## src/design/tkfv_pkg.sv

```systemverilog
`default_nettype none

package tkfv_pkg;

    // Field widths fixed by the word formats
    localparam int VALUE_W   = 32;
    localparam int TOPK_W    = 7;
    localparam int CNT_OUT_W = 16;

    // Defaults for the top-level parameters
    localparam int DEF_TABLE_DEPTH = 64;
    localparam int DEF_COUNT_BITS  = 16;

    // Input word: one element of the data set
    typedef struct packed {
        logic signed [VALUE_W-1:0] value;
        logic                      last;
    } t_in_word;

    // Output word: one result of the ranking
    typedef struct packed {
        logic signed [VALUE_W-1:0] value_res;
        logic [CNT_OUT_W-1:0]      count;
        logic                      overflow;
        logic                      last_res;
    } t_out_word;

    // Control broadcast from the sequencer to every cell
    typedef struct packed {
        logic               count_en;
        logic [VALUE_W-1:0] value;
        logic               clear;
        logic               mark_en;
    } t_cell_ctl;

endpackage

`default_nettype wire

```

## src/design/tkfv_cell.sv

```systemverilog
`default_nettype none

module tkfv_cell
    import tkfv_pkg::*;
#(
    parameter int COUNT_BITS = DEF_COUNT_BITS,
    parameter int IDX_W      = 6,
    parameter int CELL_IDX   = 0
) (
    input  wire logic                  i_clk,
    input  wire logic                  i_rst_n,
    input  wire t_cell_ctl             i_ctl,
    input  wire logic [IDX_W-1:0]      i_mark_idx,
    input  wire logic                  i_any_match,
    input  wire logic                  i_prev_occ,
    output logic                       o_occ,
    output logic                       o_match,
    // search token from the left neighbor
    input  wire logic                  i_tok_vld,
    input  wire logic                  i_tok_found,
    input  wire logic [VALUE_W-1:0]    i_tok_value,
    input  wire logic [COUNT_BITS-1:0] i_tok_cnt,
    input  wire logic [IDX_W-1:0]      i_tok_idx,
    // search token to the right neighbor
    output logic                       o_tok_vld,
    output logic                       o_tok_found,
    output logic [VALUE_W-1:0]         o_tok_value,
    output logic [COUNT_BITS-1:0]      o_tok_cnt,
    output logic [IDX_W-1:0]           o_tok_idx
);

    logic                  r_occ;
    logic                  r_emitted;
    logic [VALUE_W-1:0]    r_value;
    logic [COUNT_BITS-1:0] r_count;
    logic                  r_tok_vld;
    logic                  r_tok_found;
    logic [VALUE_W-1:0]    r_tok_value;
    logic [COUNT_BITS-1:0] r_tok_cnt;
    logic [IDX_W-1:0]      r_tok_idx;

    logic hit;
    logic alloc;
    logic eligible;
    logic take;
    logic mark_me;

    // Match against the broadcast word; claim the slot if this is the first free one
    assign hit      = r_occ && (r_value == i_ctl.value);
    assign alloc    = i_ctl.count_en && !i_any_match && i_prev_occ && !r_occ;
    assign mark_me  = i_ctl.mark_en && (i_mark_idx == IDX_W'(CELL_IDX));

    // Strict compare keeps the earlier slot on a tie
    assign eligible = r_occ && !r_emitted;
    assign take     = eligible && (!i_tok_found || (r_count > i_tok_cnt));

    // Occupancy and emitted marks
    always_ff @(posedge i_clk) begin
        if (!i_rst_n) begin
            r_occ     <= 1'b0;
            r_emitted <= 1'b0;
            r_tok_vld <= 1'b0;
        end else begin
            r_tok_vld <= i_tok_vld;
            if (i_ctl.clear) begin
                r_occ     <= 1'b0;
                r_emitted <= 1'b0;
            end else if (alloc) begin
                r_occ     <= 1'b1;
                r_emitted <= 1'b0;
            end else if (mark_me) begin
                r_emitted <= 1'b1;
            end
        end
    end

    // Entry payload: load on allocate, bump on hit until saturated
    always_ff @(posedge i_clk) begin
        if (alloc) begin
            r_value <= i_ctl.value;
            r_count <= COUNT_BITS'(1);
        end else if (i_ctl.count_en && hit && (r_count != '1)) begin
            r_count <= r_count + COUNT_BITS'(1);
        end
    end

    // Advance the search token by one cell
    always_ff @(posedge i_clk) begin
        r_tok_found <= i_tok_found || eligible;
        if (take) begin
            r_tok_value <= r_value;
            r_tok_cnt   <= r_count;
            r_tok_idx   <= IDX_W'(CELL_IDX);
        end else begin
            r_tok_value <= i_tok_value;
            r_tok_cnt   <= i_tok_cnt;
            r_tok_idx   <= i_tok_idx;
        end
    end

    assign o_occ       = r_occ;
    assign o_match     = hit;
    assign o_tok_vld   = r_tok_vld;
    assign o_tok_found = r_tok_found;
    assign o_tok_value = r_tok_value;
    assign o_tok_cnt   = r_tok_cnt;
    assign o_tok_idx   = r_tok_idx;

endmodule

`default_nettype wire

```

## config.mk

```make
export PLATFORM = sky130hd
export DESIGN_NAME = tkfv_cell
export DESIGN_NICKNAME = d
export VERILOG_FILES = /design/src/design/tkfv_pkg.sv /design/src/design/tkfv_cell.sv
export SDC_FILE = /design/constraint.sdc
export NUM_CORES = 1
export LEC_CHECK = 0
export BUFFER_PORTS_ARGS = -buffer_cell sky130_fd_sc_hd__buf_2
export CAP_MARGIN = 20
export CELL_PAD_IN_SITES_DETAIL_PLACEMENT = 1
export CELL_PAD_IN_SITES_GLOBAL_PLACEMENT = 1
export CORE_MARGIN = 2
export CORE_UTILIZATION = 41
export CTS_BUF_LIST = sky130_fd_sc_hd__clkbuf_16
export DETAILED_ROUTE_END_ITERATION = 8
export GPL_ROUTABILITY_DRIVEN = 0
export PLACE_DENSITY = 0.87
export SYNTH_ARGS = -nofsm -noshare
export SYNTH_HDL_FRONTEND = slang
export SYNTH_SLANG_ARGS = --single-unit
```

## constraint.sdc

```tcl
create_clock -name i_clk -period 6.54 [get_ports i_clk]
set_input_delay 1.308 -clock i_clk [delete_from_list [all_inputs] [get_ports i_clk]]
set_output_delay 1.308 -clock i_clk [all_outputs]
set_load 0.02 [all_outputs]
```

======== Yosys cells after proc, flatten, opt, wreduce, memory -nomap -nowiden ========
Cells that the tools add are included.
word-level totals
  bits of input ports ..................... 101
  flip-flop bits (word level) ............. 106
  output and inout bits ................... 58
  logic and storage cells ................. 34
operators by class
  $add $sub $neg .......................... 1
  magnitude comparators ................... 1
  reductions and logical operators ........ 18
  multiplexer cells ....................... 2
  bitwise logic cells ..................... 1
  equality and inequality tests ........... 2
operator list
  operator               number
  $eq 32x32->1           1
  $mux 32                1
  $add 16x1->16 const B  1
  $gt 16x16->1           1
  $mux 16                1
  $ne 16x16->1 const B   1
  $logic_and 1x1->1      9
  $logic_not 6->1        1
  $logic_not 1->1        4
  $reduce_or 3->1        1
  $logic_or 1x1->1       2
  $reduce_or 2->1        1
  $not 1->1              1

======== Depth between registers and ports, before layout ========
  depth in word-level cells ............... 5
  gate-level depth with buffers ........... 9

======== Least setup slack after synthesis ========
No wires, ideal clock.
  kind .................................... input port to output port
  start ................................... in i_ctl[27] in the netlist's numbering
  end ..................................... out o_match
  arrival ................................. 2.825 ns
  required time ........................... 5.232 ns
  cell stages on the path ................. 4
  path buffers ............................ 0
  setup slack ............................. 2.407 ns
  path through ............................ xnor2_1 -> nand4_1 -> or4_1 -> nor4_1
between the ends
  cells in the longest elaborated chain, start to end .. 2
ends and longest elaborated chain
  item               line             text
  start, declared    tkfv_cell.sv:12  input wire t_cell_ctl i_ctl,
  $eq 32x32->1       tkfv_cell.sv:49  assign hit = r_occ && (r_value == i_ctl.value);
  $logic_and 1x1->1  tkfv_cell.sv:49
  end, declared      tkfv_cell.sv:17  output logic o_match,
Every way passes these cells.

======== Worst setup path in the final report ========
Ends and elaborated chain as after synthesis.

==> key figures <==
Drt
  – Via/cell ratio: 5.09
  – Via Count: 3402
  – First-pass detailed-route iteration total: 4
  – Total routed wirelength: 12000 µm
  – Wire per inst: 18.0 µm
  – # DRC: 0
  – Starting DRT DRC Count: 127
  – Final ANT Viol Nets: 0

Setup path
  – Critical-path maximum fanout: 2
  – Critical path, cell by cell: buf_2, xnor2_1, nand4_1, or4_1, nor4_1, buf_2
  – Crit path max-delay family: simple AND/OR/NAND/NOR gates
  – CP peak stage delay: 0.59 ns
  – Most frequent cell on the critical path: buf_2
  – Crit path max-delay cell type: or4_1
  – Crit path launch type: input port
  – Critical path class: in -> out
  – CP arrival: 2.92 ns
  – Critical Path End Type: primary output
  – WP data required: 5.23 ns
  – Worst Path Buf+Inv: 2

Finish
  – Area Growth Syn to Fin: 27.8%
  – Final core occ: 54.1%
  – Fraction of layout cells with a size suffix above 1: 42.6%
  – Nets@finish: 643
  – Footprint of the multi-input gates: 1830 µm²
  – # fillers: 1171
  – Reg area: 2440 µm²

Floorplanning
  – Die area: 11500 µm²
  – Initial core utilization: 42.3%
  – Chip width: 107 µm
  – Row count: 37
  – I/O pin count: 159
  – Die Span Y: 107 µm
  – Core Region: 10400 µm²

Synthesis
  – Asr flop ratio synth: 0%
  – Most common cell in the netlist: dfxtp_1
  – Post-synthesis instance total: 366
  – Cell area after synthesis: 4390 µm²
  – Yosys reg bits: 106
  – Yosys cell types: 37
  – Mapped Nets: 484
  – Sequential share of the synthesized area: 55.7%
  – Top-area cell type share of the netlist area: 33.8%
  – Ys Warns: 0
  – Area contributors post-synth: dfxtp_1 34%, edfxtp_1 22%, mux2_2 12%
  – Ys flop type: dfxtp_1
  – Largest area contributor in the netlist: dfxtp_1
  – EDFF count, synth: 32
  – Avg Synthesized Cell Area: 12.0 µm²
  – Most instantiated cells after synthesis: 74 x dfxtp_1, 48 x mux2_2, 32 x edfxtp_1, 21 x nand2_1, 19 x inv_1

Power
  – P per Cell Area: 245 nW/µm²
  – Internal power: 1.03 mW
  – Tot Pwr: 1.38 mW
  – Clock power share: 38.4%
  – Sequential share of power: 51.8%
  – Leak: 2.47 nW
  – Logic gate share of total power: 9.8%
  – Switching pwr: 0.345 mW
  – Switching Fraction: 25.1%
  – Peak supply drop: 0.132 mV

CTS
  – Cts bufs inserted: 9
  – Clk_lat worst skew: 0.35 ns
  – CTS Root Buffer Type: clkbuf_16
  – Sink Count: 106
  – Gates resized, CTS repair: 0
  – Post-CTS Hold Fix Bufs: 0
  – Htree depth: 3
  – Longest Clk Path Bufs: 2
  – CTS tree: done
  – Worst-path clk slew: 0.07 ns
  – # Post-CTS Setup Buffers: 0

STA
  – Slew HR: 34.2%
  – Worst slew pin tran: 0.987 ns
  – Final setup margin: 2.31 ns
  – Highest Clock Rate: 236 MHz
  – WHS: 0.523 ns
  – RSZ-0062 raised after global routing: false
  – Worst Skew: 0.00741 ns
  – Final Hold Vio Count: 0
  – TNS Setup: 0 ns
  – Final Critical Period: 4.23 ns
  – Crit share post-route: 64.7%
  – Final setup viols: 0
  – Fin. max-slew vios: 0

Placed design
  – Port bufs: 158
  – Placement Setup Slack: 2.33 ns
  – Final HPWL DP: 9010 µm

Hold path
  – Hold WC Path Type: reg -> reg

Global route
  – Number of global-route vias before repair: 3699
  – Largest net degree at the start of global routing: 50
  – Grt total ovfl: 0
  – Total Routing Usage GR: 21.0%
  – First-pass GRT wire length: 18600 µm
  – Initial antenna violation count: 2

Run
  – Max-cap violations: 0

Status
  – Outcome: finished clean
-- cells in the final DEF, fill, tap and decap left out, types with 5 or more instances in the layout --
cell type / instances
a21oi_1: 13
xor2_1: 16
nor2b_1: 8
clkbuf_16: 9
nor2_1: 5
edfxtp_1: 32
ha_1: 17
or4_1: 10
inv_1: 18
o21ai_0: 7
mux2_2: 48
buf_2: 158
nand4_1: 14
nand2_1: 21
o211ai_1: 7
dfxtp_1: 74
nand3_1: 7
nor4_1: 7
xnor2_1: 17
-- layout make-up --
class,instances,area share (%)
flip-flops and latches,106,43.6
inverters,19,1.27
clock buffers,9,4.02
diodes,2,0.0893
clock inverters,7,1.05
multi-input cells,230,32.7
well taps,136,3.04
repair buffers,159,14.2
-- through the flow --
step / std cells / area [µm²]
floorplan: 366 / 4390
global placement: 650 / 5320
global route: 668 / 5610
detailed placement: 650 / 5320
CTS: 666 / 5600
finish: 668 / 5610
-- worst reg2reg max path, delay by kind of cell, from the launching register on --
family	cells	cell delay (ns)
compound gates	5	1.34
mux	1	0.42
fa+ha+maj	1	0.33
flops	1	0.38
buf+inv	1	0.50
-- logic make-up after synthesis --
kind of cell	after synthesis	share of synthesized area [%]
flip-flops	106	55.7
AND/OR/NAND/NOR	93	12.2
multiplexers	49	12.5
AO/OA/AOI/OAI	38	5.36
XOR/XNOR	33	6.59
buffers and inverters	30	2.77
adder cells (fa/ha/maj)	17	4.85
-- path summary, 6_finish.rpt --
path | depth (start not counted) | slack (ns) | to | startpoint
setup reg to reg | 8 | 3.47 | o_tok_value[13]$_DFF_P_ | r_count[13]$_SDFFE_PP0P_
hold / removal | 2 | 0.52 | r_emitted$_SDFFE_PP0P_ | r_emitted$_SDFFE_PP0P_
setup / recovery | 6 | 2.31 | o_match | i_ctl[27]
hold reg to reg | 2 | 0.52 | r_emitted$_SDFFE_PP0P_ | r_emitted$_SDFFE_PP0P_
-- power groups by stage --
stage / Sequential (mW) / Combinational [mW] / Clock, mW
floorplan: 0.751 / 0.0429 / 0
global placement: 0.726 / 0.129 / 0
detailed placement: 0.727 / 0.135 / 0
CTS: 0.712 / 0.137 / 0.541
global route: 0.714 / 0.147 / 0.572
finish: 0.712 / 0.135 / 0.529
-- sequential cells by signal, indices dropped and copies added, names as in the netlist --
signal and count:
o_occ 1, o_tok_cnt 16, o_tok_found 1, o_tok_idx 6, o_tok_value 32, o_tok_vld 1
r_count 16, r_emitted 1, r_value 32
-- per-layer routing --
metal  share of wire (%)  track usage (%)  vias up  routed length (µm)
li1                    -                -     1643                   -
met1                  41             24.7     1643                4950
met2                  52             37.0      101                6250
met3                 5.0             4.48       15                 599
met4                 1.8             9.07        0                 216
met5                   0                0        -                   0
No activity file was read; power rests on OpenSTA's default activity.
